===== src/rtl/pee_pkg.sv =====
// Shared types and constants for the postfix expression evaluator.
package pee_pkg;

    // Operation classes handed from the front end to the execute unit
    localparam logic [2:0] OP_NONE = 3'd0;
    localparam logic [2:0] OP_PUSH = 3'd1;
    localparam logic [2:0] OP_ADD  = 3'd2;
    localparam logic [2:0] OP_SUB  = 3'd3;
    localparam logic [2:0] OP_MUL  = 3'd4;
    localparam logic [2:0] OP_DIV  = 3'd5;
    localparam logic [2:0] OP_POW  = 3'd6;
    localparam logic [2:0] OP_END  = 3'd7;

    // Status codes
    localparam logic [1:0] ST_OK       = 2'd0;
    localparam logic [1:0] ST_DIV_ZERO = 2'd1;
    localparam logic [1:0] ST_LEFTOVER = 2'd2;
    localparam logic [1:0] ST_OVERFLOW = 2'd3;

    localparam logic [7:0] CH_ZERO  = 8'h30;
    localparam logic [7:0] CH_NINE  = 8'h39;
    localparam logic [7:0] CH_PLUS  = 8'h2B;
    localparam logic [7:0] CH_MINUS = 8'h2D;
    localparam logic [7:0] CH_STAR  = 8'h2A;
    localparam logic [7:0] CH_SLASH = 8'h2F;
    localparam logic [7:0] CH_CARET = 8'h5E;
    localparam logic [31:0] DEC_BASE = 32'd10;

    // One queued command: operation class and its value
    typedef struct packed {
        logic [2:0]  op;
        logic [31:0] value;
    } t_cmd;

endpackage


===== src/rtl/pee_front.sv =====
// Front end: classifies characters, builds decimal literals, emits commands.
module pee_front
    import pee_pkg::*;
(
    input  logic        i_clk,
    input  logic        i_rst_n,
    input  logic        i_valid,
    output logic        o_stall,
    input  logic [7:0]  i_char_code,
    input  logic [31:0] i_var_value,
    input  logic        i_end_of_expr,
    output logic        o_cmd_valid,
    output t_cmd        o_cmd,
    output logic        o_cmd_flag,
    input  logic        i_cmd_stall
);

    // A character may need up to three commands: flush literal, own op, end
    localparam logic [1:0] PH_LIT = 2'd0;
    localparam logic [1:0] PH_OP  = 2'd1;
    localparam logic [1:0] PH_END = 2'd2;

    logic        r_busy;
    logic [1:0]  r_phase;
    logic [7:0]  r_char;
    logic [31:0] r_var;
    logic        r_last;
    logic [31:0] r_acc;
    logic        r_in_num;
    logic [31:0] mul10;
    logic        is_digit;
    logic        is_letter;
    logic        is_oper;
    logic [2:0]  oper_code;
    logic        cmd_take;

    assign o_stall = r_busy;

    always_comb begin
        is_digit  = (r_char >= CH_ZERO) && (r_char <= CH_NINE);
        is_letter = ((r_char >= 8'h41) && (r_char <= 8'h5A)) ||
                    ((r_char >= 8'h61) && (r_char <= 8'h7A));
        is_oper   = 1'b1;
        oper_code = OP_NONE;
        case (r_char)
            CH_PLUS:  oper_code = OP_ADD;
            CH_MINUS: oper_code = OP_SUB;
            CH_STAR:  oper_code = OP_MUL;
            CH_SLASH: oper_code = OP_DIV;
            CH_CARET: oper_code = OP_POW;
            default:  is_oper = 1'b0;
        endcase
        mul10 = r_acc * DEC_BASE;
    end

    // Pick the command for the current phase
    always_comb begin
        o_cmd_valid = 1'b0;
        o_cmd_flag  = 1'b0;
        o_cmd.op    = OP_NONE;
        o_cmd.value = r_var;
        if (r_busy) begin
            unique case (r_phase)
                PH_LIT: begin
                    o_cmd_valid = r_in_num && !is_digit;
                    o_cmd.op    = OP_PUSH;
                    o_cmd.value = r_acc;
                end
                PH_OP: begin
                    o_cmd_valid = is_letter || is_oper;
                    o_cmd.op    = is_letter ? OP_PUSH : oper_code;
                end
                PH_END: begin
                    // End command carries a pending literal and its flag
                    o_cmd_valid = 1'b1;
                    o_cmd.op    = OP_END;
                    o_cmd.value = r_acc;
                    o_cmd_flag  = r_in_num;
                end
                default: o_cmd_valid = 1'b0;
            endcase
        end
    end

    assign cmd_take = !o_cmd_valid || !i_cmd_stall;

    // Sequence phases, fold digits into the literal
    always_ff @(posedge i_clk) begin
        if (!i_rst_n) begin
            r_busy   <= 1'b0;
            r_phase  <= PH_LIT;
            r_acc    <= '0;
            r_in_num <= 1'b0;
        end else if (!r_busy) begin
            if (i_valid) begin
                r_busy  <= 1'b1;
                r_phase <= PH_LIT;
                r_char  <= i_char_code;
                r_var   <= i_var_value;
                r_last  <= i_end_of_expr;
            end
        end else if (cmd_take) begin
            unique case (r_phase)
                PH_LIT: begin
                    if (is_digit) begin
                        r_acc    <= mul10 + {24'd0, r_char - CH_ZERO};
                        r_in_num <= 1'b1;
                    end else if (r_in_num) begin
                        r_acc    <= '0;
                        r_in_num <= 1'b0;
                    end
                    r_phase <= PH_OP;
                end
                PH_OP: begin
                    if (r_last) begin
                        r_phase <= PH_END;
                    end else begin
                        r_busy <= 1'b0;
                    end
                end
                PH_END: begin
                    // Drop the literal, it now travels with the end command
                    r_acc    <= '0;
                    r_in_num <= 1'b0;
                    r_busy   <= 1'b0;
                end
                default: r_busy <= 1'b0;
            endcase
        end
    end

endmodule


===== config.mk =====
export PLATFORM = sky130hd
export DESIGN_NAME = pee_front
export DESIGN_NICKNAME = d
export VERILOG_FILES = /design/src/rtl/pee_pkg.sv /design/src/rtl/pee_front.sv
export SDC_FILE = /design/constraint.sdc
export NUM_CORES = 1
export LEC_CHECK = 0
export BUFFER_PORTS_ARGS = -buffer_cell sky130_fd_sc_hd__clkbuf_2
export CAP_MARGIN = 20
export CORE_AREA = 2 2 107 109
export CTS_CLUSTER_SIZE = 10
export DETAILED_ROUTE_END_ITERATION = 7
export DIE_AREA = 0 0 109 111
export GPL_ROUTABILITY_DRIVEN = 1
export PLACE_DENSITY = 0.81
export SLEW_MARGIN = 25
export SYNTH_ARGS = -nofsm -noshare
export SYNTH_HDL_FRONTEND = slang
export SYNTH_SLANG_ARGS = --single-unit

===== constraint.sdc =====
create_clock -name i_clk -period 9.2 [get_ports i_clk]
set_clock_uncertainty 0.2 [all_clocks]
set_input_delay 0.46 -clock i_clk [delete_from_list [all_inputs] [get_ports i_clk]]
set_output_delay 0.46 -clock i_clk [all_outputs]
set_load 0.03 [all_outputs]

==> results.json <==
{
  "status": "finished, final reports clean",
  "via_count": 5705,
  "crit_top_cell": "ha_1",
  "core_area_sq_um": 11100,
  "synth_compound_area_frac": 0.189,
  "p_per_area_nw_per_um2": 125,
  "reg2reg_to": "r_acc[28]",
  "synth_mux_area_frac": 0.00682,
  "grt_usage": 0.273,
  "clock_latency_ns": 0.34,
  "chipWidth_microns": 109,
  "fin_crit_sh": 0.449,
  "p_leak_nw": 3.16,
  "ctsResizeCount": 0,
  "row_count": 39,
  "synth.avg_cell_area_sq_um": 8.55,
  "r2r.worst_path.cells": 14,
  "syn2layout_area_growth_pct": 14.0,
  "clockBufferDepth": 2,
  "io_buffers": 82,
  "fmax_mhz": 242,
  "synth_top_family_by_area": "simple AND/OR/NAND/NOR gates",
  "synth_nets": 843,
  "required_ns": 9.23,
  "fin_nets": 910,
  "ir_drop_mv": 0.149,
  "antenna_found_initial": 0,
  "first_global_vias": 5504,
  "cp-start-kind": "flop",
  "crit_fanout": 5,
  "design_area_sq_um": 7110,
  "fillers": 875,
  "critPathMaxStageDelay_ns": 0.47,
  "ys_ff_latch": 77,
  "synth_area_sq_um": 6240,
  "slew_headroom": 0.384,
  "finalCriticalPeriod_ns": 4.13,
  "dr.pass1.iters": 5,
  "synth.distinct_cells": 80,
  "drcViolationCount": 0,
  "cts_hold_buffers": 0,
  "antenna_left": 0,
  "yosys.area.top_type": "edfxtp_1",
  "hpwl_microns": 12000,
  "gp_congestion": 0.934,
  "r2r-start": "r_acc[1]",
  "drt_iter0_markers": 495,
  "instances_no_fill": 944,
  "crit_chain": "ha_1, ha_1, fa_1, xor2_1, ha_1, nor3_1, nor2_1, o21ai_0, or3_4, nand3b_4, nor3_4, and4bb_1, xnor2_1, a32o_1",
  "critPathLaunch": "r_acc[1]",
  "synth_most_common_cell": "nand2_1",
  "clock-sinks": 77,
  "yosys_warnings": 0,
  "min_path_type": "in -> reg",
  "io_pins": 83,
  "tightest_slew_ns": 0.922,
  "cts.clk_slew.worst_paths_ns": 0.06,
  "layout-drive-gt1-share": 0.167,
  "wl_microns": 15900,
  "start_util": 0.563,
  "critPathKind": "reg -> reg",
  "endpoint_kind": "flop",
  "fin_util": 0.642,
  "slowest_stage": "or3_4",
  "die_y_microns": 111,
  "yosysSeqAreaShare": 0.313,
  "finalHoldViolCount": 0,
  "synthTopCellsByCount": "nand2_1, ha_1, nor2_1",
  "place_inst": 927,
  "synthAdderAreaFrac": 0.141,
  "cts_tree": "built",
  "crit_arrival_ns": 4.16,
  "synthTopCellsByArea": "edfxtp_1, ha_1, dfxtp_1",
  "rrSetupSlack_ns": 5.07,
  "synth_edf_count": 41,
  "dpl-instance-area_sq_um": 6730,
  "cts_root_buffer": "clkbuf_16",
  "die-area_sq_um": 12100,
  "rsz0062_at_grt": "no",
  "yosys.area_share.xor_xnor": 0.0674,
  "overflow": 0,
  "cpLargestDelayFamily": "simple AND/OR/NAND/NOR gates",
  "endpoint": "r_acc[28]",
  "htreeDepth": 3,
  "synthArstFlopShare": 0,
  "wire_per_inst_microns": 16.9,
  "drv_slew": 0,
  "vias_per_cell": 6.04,
  "finalSetupViolations": 0,
  "finalSetupTns_ns": 0,
  "yosys.area.top_type_share": 0.197,
  "cts_buffers": 9,
  "cp_num_cells": 14,
  "synth-simple-area-share": 0.256,
  "postCtsSetupBuffers": 0,
  "diodes": 0,
  "synthFlopType": "edfxtp_1",
  "critical_path_buf_inv_count": 0,
  "synthCells": 729,
  "grt_pass1_wl_microns": 26700,
  "grt_max_degree": 42,
  "cap_violations": 0
}
cell usage in the layout, fill, tap and decap left out, drive strengths merged, types with 15 or more instances in the layout:
cell / n
a21oi: 47
inv: 15
o21ai: 31
clkbuf: 91
nor2: 60
xnor2: 26
nor3: 21
nand2: 143
ha: 67
edfxtp: 41
xor2: 22
dfxtp: 36
a22oi: 15
cells by family (layout without fill, tap and decap cells):
family	Yosys count	count (layout)
mux	4	4
simple gates	316	316
xor+xnor	48	48
compound gates	173	173
fa+ha+maj	69	69
buf+inv	42	114
flops	77	77
cell type report:
class	instances	area [sq um]	share of cell area
clock buffers	9	225	0.0317
inverters	13	48.8	0.00686
well taps	143	179	0.0252
flip-flops and latches	77	1950	0.275
clock inverters	7	120	0.0169
repair buffers	85	453	0.0637
multi-input cells	610	4130	0.581
routing by layer:
layer / GRT usage / wire [microns] / vias to the layer above
li1: - / - / 2803
met1: 0.393 / 7430 / 2673
met2: 0.421 / 7210 / 201
met3: 0.0394 / 1020 / 28
met4: 0.0863 / 280 / 0
met5: 0 / 0 / -
power by group:
part / switching [mW] / internal, mW
Clock: 0.146 / 0.266
Combinational: 0.0657 / 0.0301
Sequential: 0.00641 / 0.372
flip-flops by register name (all words and copies together) (netlist names):
| register | flops |
|---|---|
| r_acc | 32 |
| r_var | 32 |
| r_char | 8 |
| r_phase | 2 |
| o_stall | 1 |
| r_in_num | 1 |
| r_last | 1 |
worst min-delay path by stage:
stage / from / end / cells after the start
2_1_floorplan: r_acc[31] / r_acc[31] / 2
3_3_place_gp: r_acc[31] / r_acc[31] / 2
3_5_place_dp: r_acc[31] / r_acc[31] / 2
4_1_cts: i_var_value[29] / r_var[29] / 1
5_1_grt: i_var_value[29] / r_var[29] / 1
6_report: i_end_of_expr / r_last / 1
worst register-to-register path: stages (launching register included):
cell      delay (ns)
dfxtp_1         0.45
ha_1            0.29
ha_1            0.25
fa_1            0.44
xor2_1          0.17
ha_1            0.34
nor3_1          0.06
nor2_1          0.14
o21ai_0         0.24
or3_4           0.47
nand3b_4        0.21
nor3_4          0.21
and4bb_1        0.25
xnor2_1         0.07
a32o_1          0.25
metrics by stage:
step	power, mW	setup slack (ns)	hold slack (ns)
finish	0.886	5.07	0.0922
global route	0.909	4.72	0.0872
CTS	0.887	5.08	0.0901
detailed placement	0.479	5.12	0.254
global placement	0.476	5.24	0.243
floorplan	0.448	5.48	0.226
No activity file was read; power rests on OpenSTA's default activity.
