[config.mk]
export PLATFORM = sky130hd
export DESIGN_NAME = pee_queue
export DESIGN_NICKNAME = d
export VERILOG_FILES = /design/src/rtl/pee_pkg.sv /design/src/rtl/pee_queue.sv
export SDC_FILE = /design/constraint.sdc
export NUM_CORES = 1
export LEC_CHECK = 0
export BUFFER_PORTS_ARGS = -buffer_cell sky130_fd_sc_hd__clkbuf_2
export CELL_PAD_IN_SITES_DETAIL_PLACEMENT = 0
export CELL_PAD_IN_SITES_GLOBAL_PLACEMENT = 1
export CORE_MARGIN = 2
export CORE_UTILIZATION = 41
export CTS_CLUSTER_SIZE = 25
export DETAILED_ROUTE_END_ITERATION = 7
export PLACE_DENSITY_LB_ADDON = 0.15
export SLEW_MARGIN = 10
export SYNTH_ARGS = -nofsm -noshare
export SYNTH_HDL_FRONTEND = slang
export SYNTH_SLANG_ARGS = --single-unit
[constraint.sdc]
create_clock -name i_clk -period 5.97 [get_ports i_clk]
set_input_delay 0.2985 -clock i_clk [delete_from_list [all_inputs] [get_ports i_clk]]
set_output_delay 0.2985 -clock i_clk [all_outputs]
set_load 0.01 [all_outputs]
[src/rtl/pee_pkg.sv]
// Shared types and constants for the postfix expression evaluator.
package pee_pkg;

    // Operation classes handed from the front end to the execute unit
    localparam logic [2:0] OP_NONE = 3'd0;
    localparam logic [2:0] OP_PUSH = 3'd1;
    localparam logic [2:0] OP_ADD  = 3'd2;
    localparam logic [2:0] OP_SUB  = 3'd3;
    localparam logic [2:0] OP_MUL  = 3'd4;
    localparam logic [2:0] OP_DIV  = 3'd5;
    localparam logic [2:0] OP_POW  = 3'd6;
    localparam logic [2:0] OP_END  = 3'd7;

    // Status codes
    localparam logic [1:0] ST_OK       = 2'd0;
    localparam logic [1:0] ST_DIV_ZERO = 2'd1;
    localparam logic [1:0] ST_LEFTOVER = 2'd2;
    localparam logic [1:0] ST_OVERFLOW = 2'd3;

    localparam logic [7:0] CH_ZERO  = 8'h30;
    localparam logic [7:0] CH_NINE  = 8'h39;
    localparam logic [7:0] CH_PLUS  = 8'h2B;
    localparam logic [7:0] CH_MINUS = 8'h2D;
    localparam logic [7:0] CH_STAR  = 8'h2A;
    localparam logic [7:0] CH_SLASH = 8'h2F;
    localparam logic [7:0] CH_CARET = 8'h5E;
    localparam logic [31:0] DEC_BASE = 32'd10;

    // One queued command: operation class and its value
    typedef struct packed {
        logic [2:0]  op;
        logic [31:0] value;
    } t_cmd;

endpackage

[src/rtl/pee_queue.sv]
// Short command queue between front end and execute unit.
module pee_queue
    import pee_pkg::*;
(
    input  logic i_clk,
    input  logic i_rst_n,
    input  logic i_valid,
    output logic o_stall,
    input  t_cmd i_cmd,
    input  logic i_flag,
    output logic o_valid,
    input  logic i_stall,
    output t_cmd o_cmd,
    output logic o_flag
);

    localparam int DEPTH = 4;

    t_cmd       r_mem [DEPTH];
    logic       r_flg [DEPTH];
    logic [1:0] r_wp;
    logic [1:0] r_rp;
    logic [2:0] r_cnt;
    logic       push;
    logic       pop;

    assign o_stall = (r_cnt == 3'(DEPTH));
    assign o_valid = (r_cnt != 3'd0);
    assign o_cmd   = r_mem[r_rp];
    assign o_flag  = r_flg[r_rp];
    assign push    = i_valid && !o_stall;
    assign pop     = o_valid && !i_stall;

    // Advance pointers and count
    always_ff @(posedge i_clk) begin
        if (!i_rst_n) begin
            r_wp  <= '0;
            r_rp  <= '0;
            r_cnt <= '0;
        end else begin
            if (push) begin
                r_mem[r_wp] <= i_cmd;
                r_flg[r_wp] <= i_flag;
                r_wp        <= r_wp + 2'd1;
            end
            if (pop) begin
                r_rp <= r_rp + 2'd1;
            end
            r_cnt <= r_cnt + {2'd0, push} - {2'd0, pop};
        end
    end

    assert property (@(posedge i_clk) disable iff (!i_rst_n)
        r_cnt <= 3'(DEPTH)) else $error("queue count out of range");

endmodule

==> results.ini, run 1 <==
[status]
status = finished, final reports clean

[sta]
worst_slack_ns = 3.53
worst_pin_slew_ns = 1.00
fmax_mhz = 409
clock_skew_ns = 0.00475
max-slew-margin-rel = 0.332
fin_tns_setup_ns = 0
hold_viol = 0
period_share = 0.409
period_minus_slack_ns = 2.44
rsz0062_at_grt = no
final_max_slew_viol_count = 0
setup_viol = 0

[cells_and_area]
multi_input_comb_area_sq_um = 1110
finalNetCount = 373
final_core_util = 0.497
stdcell_area_sq_um = 6840
drive_gt1_frac = 0.428
final_cells = 519
final-seq-area_sq_um = 4510
insertedDiodeCount = 0
fill_cells = 1176
syn2layout_area_growth_pct = 19.4

[clocking]
cts_hold_buf = 0
clk_pin_slew_ns = 0.06
post_cts_resize_count = 0
htreeDepth = 4
post_cts_buffers = 0
clock_latency_ns = 0.41
cts.sinks = 153
cts_tree = yes
clockBufferDepth = 2
cts_root_buf = clkbuf_16
numCtsBuffers = 17

[synthesis]
synth_seq_area_share = 0.786
synth.distinct_cells = 26
synth.avg_cell_area_sq_um = 24.0
syn_inst = 239
synth_warnings = 0
syn-num-nets = 286
ys_ff_latch = 153
synth_area_leader_cell = edfxtp_1
synth_area_leaders = edfxtp_1 (75%), mux4_2 (12%), dfxtp_1 (3.1%), mux4_1 (2.7%), ha_1 (1.3%)
synth_top_area_frac = 0.754
syn_area_sq_um = 5730

[flow_run]
cap_violations = 0

[critical_path]
cp_common_cell = inv_1
crit_path_end_kind = flip-flop
crit_fanout = 7
critPathMaxStageDelay_ns = 0.43
r2r_start = r_cnt[1]
reg2reg_slack_ns = 3.53
r2r_end = r_cnt[2]
worstPathRequired_ns = 6.28
worstPathArrival_ns = 2.75
critical_path.startpoint_type = flip-flop
reg2reg_depth = 11
worstSetupPathType = reg2reg
cp_cell_sequence = nor3b_2 -> nor2b_1 -> inv_1 -> ha_1 -> inv_1 -> ha_1 -> inv_1 -> fa_1 -> xnor2_1 -> xnor2_1 -> and2_1
critPathSlowestCell = dfxtp_1

[power]
p_leak_nw = 2.35
power_density_nw_per_um2 = 406
peakVddDrop_mv = 0.173

[floorplan]
io_pins = 78
die_w_um = 122
core.rowCount = 43
start_util = 0.416
die_area_sq_um = 14900
die_y_um = 122
core_area_sq_um = 13800

[place]
placed_area_sq_um = 6260
post-place-ws_ns = 3.50
gp_congestion = 0.652
placed_cells = 487
dp_hpwl_mm = 5.47
port_buffers = 77

[drt]
drt-vias-per-instance = 4.99
drtIter0Drc = 243
wire_per_inst_um = 18.3
drtAntennaViolNets = 0
drc = 0
wl_mm = 9.52
drt-pass1-iter-count = 4
vias = 2590

[grt]
grt_usage = 0.140
overflow = 0
grt_pass1_vias = 2623
grt_pass1_wl_mm = 14.6
antenna_found_initial = 0
grt_max_degree = 37

[hold_path]
whs_path_depth = 1
min_from = i_cmd[12]
min_path_type = in2reg
holdPathEnd = r_mem[0][12]

-- per-stage QoR --
stage	hold WS [ns]	power (W)
after global routing	0.0933	0.00289
final	0.104	0.00278
after CTS	0.0822	0.00282
after global placement	0.451	0.00177
after floorplan	0.397	0.00163
after detailed placement	0.462	0.00177
-- metal layers --
| metal | track usage | vias to the layer above | share of wire |
|---|---|---|---|
| li1 | - | 1168 | - |
| met1 | 0.181 | 1349 | 0.44 |
| met4 | 0.0711 | 0 | 0.019 |
| met5 | 0 | - | 0 |
| met3 | 0.0404 | 14 | 0.042 |
| met2 | 0.217 | 59 | 0.50 |
-- worst max-delay path: cells and delay by family, from the launching register on --
kind	cells	cell delay, ns
adder cells (fa/ha/maj)	3	0.80
AND/OR/NAND/NOR	3	0.64
flip-flops	1	0.43
XOR/XNOR	2	0.28
buffers and inverters	3	0.19
-- power by group --
part	internal, W	total, W	switching [W]
clock	0.000649	0.00104	0.000396
sequential	0.00125	0.00129	0.0000357
combinational	0.000219	0.000446	0.000227
total	0.00212	0.00278	0.000658
-- registers in the layout (all words and copies together) (netlist names), named ones only --
register  cells
r_rp          2
r_wp          2
r_mem       140
r_flg         4
r_cnt         3
-- synth_stat cells --
cell type / number
buf_12: 3
buf_2: 3
mux2i_1: 3
clkbuf_2: 2
clkbuf_1: 1
nor2b_1: 2
a21boi_0: 2
nor3b_1: 1
o21ai_0: 1
nand2b_1: 1
nor3b_2: 1
nand2_1: 5
ha_1: 6
fa_1: 1
xnor2_1: 2
and3_1: 4
nor2_1: 1
or3_1: 1
mux4_2: 30
buf_6: 1
inv_1: 6
mux4_1: 6
nor3_1: 1
and2_1: 2
dfxtp_1: 9
edfxtp_1: 144
-- area by class of cell --
class                      count  share of cell area
clock inverter                15              0.0232
clock buffer                  17              0.0622
timing repair buffer          78              0.0574
tap                          180              0.0329
multi-input combinational     70               0.162
sequential                   153               0.659
inverter                       6             0.00329
-- placed cells by master (no fill, tap or decap), drive strengths merged --
cell / synthesis / routed
nor2b: 2 / 2
clkinv: 0 / 9
mux2i: 3 / 3
edfxtp: 144 / 144
and2: 2 / 2
a21boi: 2 / 2
clkbuf: 3 / 94
fa: 1 / 1
or3: 1 / 1
dfxtp: 9 / 9
buf: 7 / 1
and3: 4 / 4
clkinvlp: 0 / 3
xnor2: 2 / 2
nand2b: 1 / 1
nor3: 1 / 1
nand2: 5 / 5
bufinv: 0 / 3
nor3b: 2 / 2
nor2: 1 / 1
inv: 6 / 6
o21ai: 1 / 1
mux4: 36 / 36
ha: 6 / 6
-- worst max-delay path by stage --
stage,start,end,slack (ns),depth (start not counted)
2_1_floorplan,r_cnt[1],r_cnt[2],3.76,12
3_3_place_gp,r_cnt[1],r_cnt[2],3.60,11
3_5_place_dp,r_cnt[1],r_cnt[2],3.50,11
4_1_cts,flip-flop,o_cmd[3],3.44,3
5_1_grt,r_cnt[1],r_cnt[2],3.28,11
6_report,r_cnt[1],r_cnt[2],3.53,11
-- cell families (layout without fill, tap and decap cells) --
| kind of cell | after synthesis | after routing | synth area share |
|---|---|---|---|
| DFF | 153 | 153 | 0.786 |
| muxes | 39 | 39 | 0.151 |
| and+or+nand+nor | 19 | 19 | 0.0192 |
| buffers and inverters | 16 | 116 | 0.0214 |
| adders and majority gates | 7 | 7 | 0.0166 |
| AOI/OAI and AO/OA | 3 | 3 | 0.00349 |
| xor gates and xnor gates | 2 | 2 | 0.00306 |
No activity file was read; power rests on OpenSTA's default activity.
==> run 2, diff against run 1 <==
- clock period: 5.97 -> 2 ns (I/O delays scaled with it)
==> results.ini, run 2 (synthesized netlist as in run 1, its figures left out) <==
[sta]
rsz0062_at_grt = yes
clock_skew_ns = 0.00398
worst_pin_slew_ns = 0.257
fmax_mhz = 489
max-slew-margin-rel = 0.828
setup_viol = 1
final_max_slew_viol_count = 0
hold_viol = 0
period_minus_slack_ns = 2.05
period_share = 1.02
worst_slack_ns = -0.0461

[power]
peakVddDrop_mv = 0.484
p_leak_nw = 2.57
power_density_nw_per_um2 = 1130
finalPower_w = 0.00834

[clocking]
cts.sinks = 153
post_cts_buffers = 0
cts_tree = yes
htreeDepth = 4
numCtsBuffers = 17
clk_pin_slew_ns = 0.06
clockBufferDepth = 2
cts_root_buf = clkbuf_16
clock_latency_ns = 0.41

[place]
port_buffers = 77
dp_hpwl_mm = 5.56
placed_cells = 499
gp_congestion = 0.671

[grt]
grtUsageMet1 = 0.187
overflow = 0
use_met3 = 0.0469
antenna_found_initial = 0
busiest_layer = met2
use_met2 = 0.231
grt_max_degree = 37
grt_pass1_vias = 2860
grt_usage = 0.146
grt_pass1_wl_mm = 15.4

[cells_and_area]
insertedDiodeCount = 0
regMostFlops = r_mem
final_cell_mix = edfxtp_1 (144), clkbuf_2 (77), dlygate4sd3_1 (36)
drive_gt1_frac = 0.405
finalNetCount = 422
largest_reg_flops = 140
syn2layout_area_growth_pct = 28.7
top_regs = r_mem x140, r_flg x4, r_cnt x3
final_cells = 568
final_common_cell = edfxtp_1

[status]
failed_checks = negative setup slack
status = finished, violations left

[hold_path]
min_path_type = in2reg

[floorplan]
die_area_sq_um = 14900
io_pins = 78
die_w_um = 122
core.rowCount = 43
die_y_um = 122
start_util = 0.416
core_area_sq_um = 13800

[critical_path]
cp_cell_sequence = nor3_1 -> nor2_1 -> ha_1 -> inv_1 -> ha_1 -> inv_1 -> fa_2 -> xnor2_2 -> xnor2_1 -> and2_1
critPathMaxStageDelay_ns = 0.35
critPathSlowestCell = fa_2
worstPathArrival_ns = 2.35
crit_fanout = 3
critical_path.startpoint_type = flip-flop
worstSetupPathType = reg2reg
crit_path_end_kind = flip-flop
worstPathRequired_ns = 2.30

[flow_run]
cap_violations = 0

[drt]
drt-pass1-iter-count = 5
drtAntennaViolNets = 0
wl_mm = 9.90
wire_per_inst_um = 17.4
drtIter0Drc = 135
drt-vias-per-instance = 4.83
drc = 0
vias = 2746

==> run 2: changes by cell type in the layout (fill, tap and decap cells not counted), moves of 2 or more <==
cell and change:
clkinv_1 +2, buf_4 +6, clkinv_2 -3, buf_12 +6
clkbuf_1 +4, dlygate4sd3_1 +36, dfxtp_2 +2, dfxtp_1 -3
==> run 2: critical path, delay by kind of cell, from the launching register on <==
kind | cells | cell delay, ns
adders and majority gates | 3 | 0.75
and+or+nand+nor | 3 | 0.48
DFF | 1 | 0.34
xor gates and xnor gates | 2 | 0.27
buffers and inverters | 2 | 0.09
==> run 2: through the flow <==
stage | TNS, ns | instance area (sq um) | utilization | setup WS [ns] | hold WS (ns)
floorplan | -0.101 | 5750 | - | -0.101 | 0.199
global placement | 0 | 6430 | 0.467 | 0.00846 | 0.315
detailed placement | -0.0420 | 6430 | 0.467 | -0.0420 | 0.321
CTS | -0.0447 | 7370 | 0.535 | -0.0447 | 0.0172
global route | -0.160 | 7380 | 0.536 | -0.160 | 0.0321
finish | -0.0461 | 7380 | 0.536 | -0.0461 | 0.0360
==> run 2: area by class of cell <==
class | instances | area, sq um
multi-input combinational | 70 | 1130
timing repair buffer | 127 | 946
tap | 180 | 225
clock inverter | 11 | 105
clock buffer | 21 | 440
fill | 1141 | 6390
sequential | 153 | 4510
inverter | 6 | 22.5
==> run 2: what timing repair did <==
action,in CTS,in global routing
endpoints found under the setup margin,3,10
gates cloned,1,0
hold buffers,36,0
endpoints found under the hold margin,144,0
gates resized for setup,0,4
pin swaps,0,0
==> run 2: worst paths after layout <==
| kind | startpoint | to | slack [ns] | depth (start not counted) |
|---|---|---|---|---|
| setup / recovery | r_cnt[1] | r_cnt[2] | -0.05 | 10 |
| hold / removal | i_stall | flip-flop | 0.04 | 3 |
| setup reg to reg | r_cnt[1] | r_cnt[2] | -0.05 | 10 |
| hold reg to reg | r_rp[1] | flip-flop | 0.48 | 2 |
==> run 2: report_power, final <==
part           internal, W  switching, W  leakage (nW)
combinational     0.000840      0.000753         0.930
clock              0.00181       0.00112         0.261
sequential         0.00374     0.0000818          1.38
total              0.00638       0.00196          2.57
==> run 2: routing by layer <==
metal  routed length (um)  part of all wire
met4                  198             0.020
met1                 4270              0.43
met3                  569             0.057
met2                 4870              0.49
met5                    0                 0
==> run 3, diff against run 2 <==
- CORE_UTILIZATION: 41 -> 35
- CTS_BUF_LIST: default -> sky130_fd_sc_hd__clkbuf_8
==> results.ini, run 3 (synthesized netlist as in run 1, its figures left out) <==
[sta]
clock_skew_ns = 0.0112
period_minus_slack_ns = 2.03
setup_viol = 1
final_max_slew_viol_count = 0
fmax_mhz = 492
hold_viol = 0
rsz0062_at_grt = yes
period_share = 1.02
hold_slack_ns = 0.0816
worst_pin_slew_ns = 0.300
worst_slack_ns = -0.0339
max-slew-margin-rel = 0.800

[floorplan]
io_pins = 78
core.rowCount = 46
die_y_um = 132
start_util = 0.360
die_w_um = 132
die_area_sq_um = 17400
core_area_sq_um = 15900

[critical_path]
critical_path.startpoint_type = flip-flop
reg2reg_slack_ns = -0.03
worstPathArrival_ns = 2.37
r2r_end = r_cnt[2]
crit_fanout = 3
crit_buf_inv = 3
critPathSlowestCell = fa_2
path_delay_family = adder cells
worstPathRequired_ns = 2.34
worstSetupPathType = reg2reg
reg2reg_depth = 11
cp_common_cell = inv_1
crit_path_end_kind = flip-flop
cp_cell_sequence = nor3b_4 -> nor2b_2 -> inv_1 -> ha_1 -> inv_1 -> ha_1 -> inv_1 -> fa_2 -> xnor2_2 -> xnor2_1 -> and2_1
critPathMaxStageDelay_ns = 0.35
r2r_start = r_cnt[2]

[drt]
vias = 2778
wl_mm = 10.7
drt-pass1-iter-count = 4
drt-vias-per-instance = 4.55
drtIter0Drc = 125
drtAntennaViolNets = 0
drc = 0
wire_per_inst_um = 17.5

[clocking]
htreeDepth = 4
cts_tree = yes
cts.sinks = 153
cts_root_buf = clkbuf_8
numCtsBuffers = 17
clock_latency_ns = 0.44
clk_pin_slew_ns = 0.08
clockBufferDepth = 2

[power]
finalPower_w = 0.00758
p_clk_frac = 0.280
p_int_w = 0.00566
p_leak_nw = 2.54
p_seq_frac = 0.504
peakVddDrop_mv = 0.430
combinationalPowerShare = 0.216
switchingPower_w = 0.00192
swShare = 0.253
power_density_nw_per_um2 = 1040

[grt]
grt_pass1_wl_mm = 16.6
grt_pass1_vias = 2943
overflow = 0
antenna_found_initial = 0
grt_max_degree = 22
grt_usage = 0.130

[cells_and_area]
finalNetCount = 430
final_common_cell = edfxtp_1
insertedDiodeCount = 0
fill_cells = 1407
stdcell_area_sq_um = 7300
syn2layout_area_growth_pct = 27.3
drive_gt1_frac = 0.420
regMostFlops = r_mem
largest_reg_flops = 140
top_regs = r_mem x140, r_flg x4, r_cnt x3
final_cell_mix = edfxtp_1 (144), clkbuf_2 (77), dlygate4sd3_1 (37)

[status]
failed_checks = negative setup slack
status = finished, violations left

[flow_run]
cap_violations = 0

[place]
dp_hpwl_mm = 6.43
placed_area_sq_um = 6520
post-place-ws_ns = -0.0519
gp_congestion = 0.693
port_buffers = 77

[hold_path]
min_from = i_rst_n
whs_path_depth = 2
holdPathEnd = r_cnt[1]
min_path_type = in2reg

## run 3: cell count changes in the layout (fill, tap and decap cells not counted), moves of 2 or more
cell,before,now
buf_6,0,2
clkbuf_16,17,0
clkbuf_8,0,17
buf_4,7,12
clkbuf_1,4,0
inv_1,6,9
## run 3: layout make-up
cell class	count	area (sq um)	area share
repair buffers	135	1010	0.138
clock buffers	17	234	0.0320
well taps	216	270	0.0370
inverters	6	22.5	0.00308
clock inverters	14	118	0.0161
multi-input cells	70	1130	0.155
flip-flops and latches	153	4510	0.618
## run 3: how the worst max path moves through the flow
stage	start	to	slack [ns]	depth (start not counted)
2_1_floorplan	r_cnt[0]	r_cnt[2]	-0.10	12
3_3_place_gp	r_cnt[2]	r_cnt[2]	-0.008	11
3_5_place_dp	r_cnt[0]	r_cnt[2]	-0.05	11
4_1_cts	r_cnt[2]	r_cnt[2]	-0.06	11
5_1_grt	r_cnt[2]	r_cnt[2]	-0.13	11
6_report	r_cnt[2]	r_cnt[2]	-0.03	11
## run 3: power by group through the flow
stage               Combinational (W)  Sequential [W]  Clock [W]
floorplan                     0.00103         0.00385          0
global placement              0.00153         0.00389          0
detailed placement            0.00155         0.00390          0
CTS                           0.00166         0.00382    0.00220
global route                  0.00180         0.00384    0.00232
finish                        0.00164         0.00382    0.00212
## run 3: timing repair
action | 4_1_cts | 5_1_grt
resized for setup | 4 | 3
endpoints found under the hold margin | 146 | 0
setup endpoints to repair | 31 | 1
hold buffers | 37 | 0
buffers inserted | 3 | 1
gates cloned | 0 | 0
## run 3: metrics by stage
stage,cells,utilization,TNS (ns)
3_5_place_dp,539,0.409,-0.0519
6_report,611,0.458,-0.0339
4_1_cts,610,0.457,-0.0632
2_1_floorplan,239,-,-0.101
5_1_grt,611,0.458,-0.127
3_3_place_gp,539,0.409,-0.00773
## run 3: metal layers
metal,GRT usage,part of all wire,wire length [um]
met3,0.0488,0.053,564
met4,0.0459,0.0088,94
met5,0,0,0
met1,0.162,0.44,4740
met2,0.209,0.50,5300
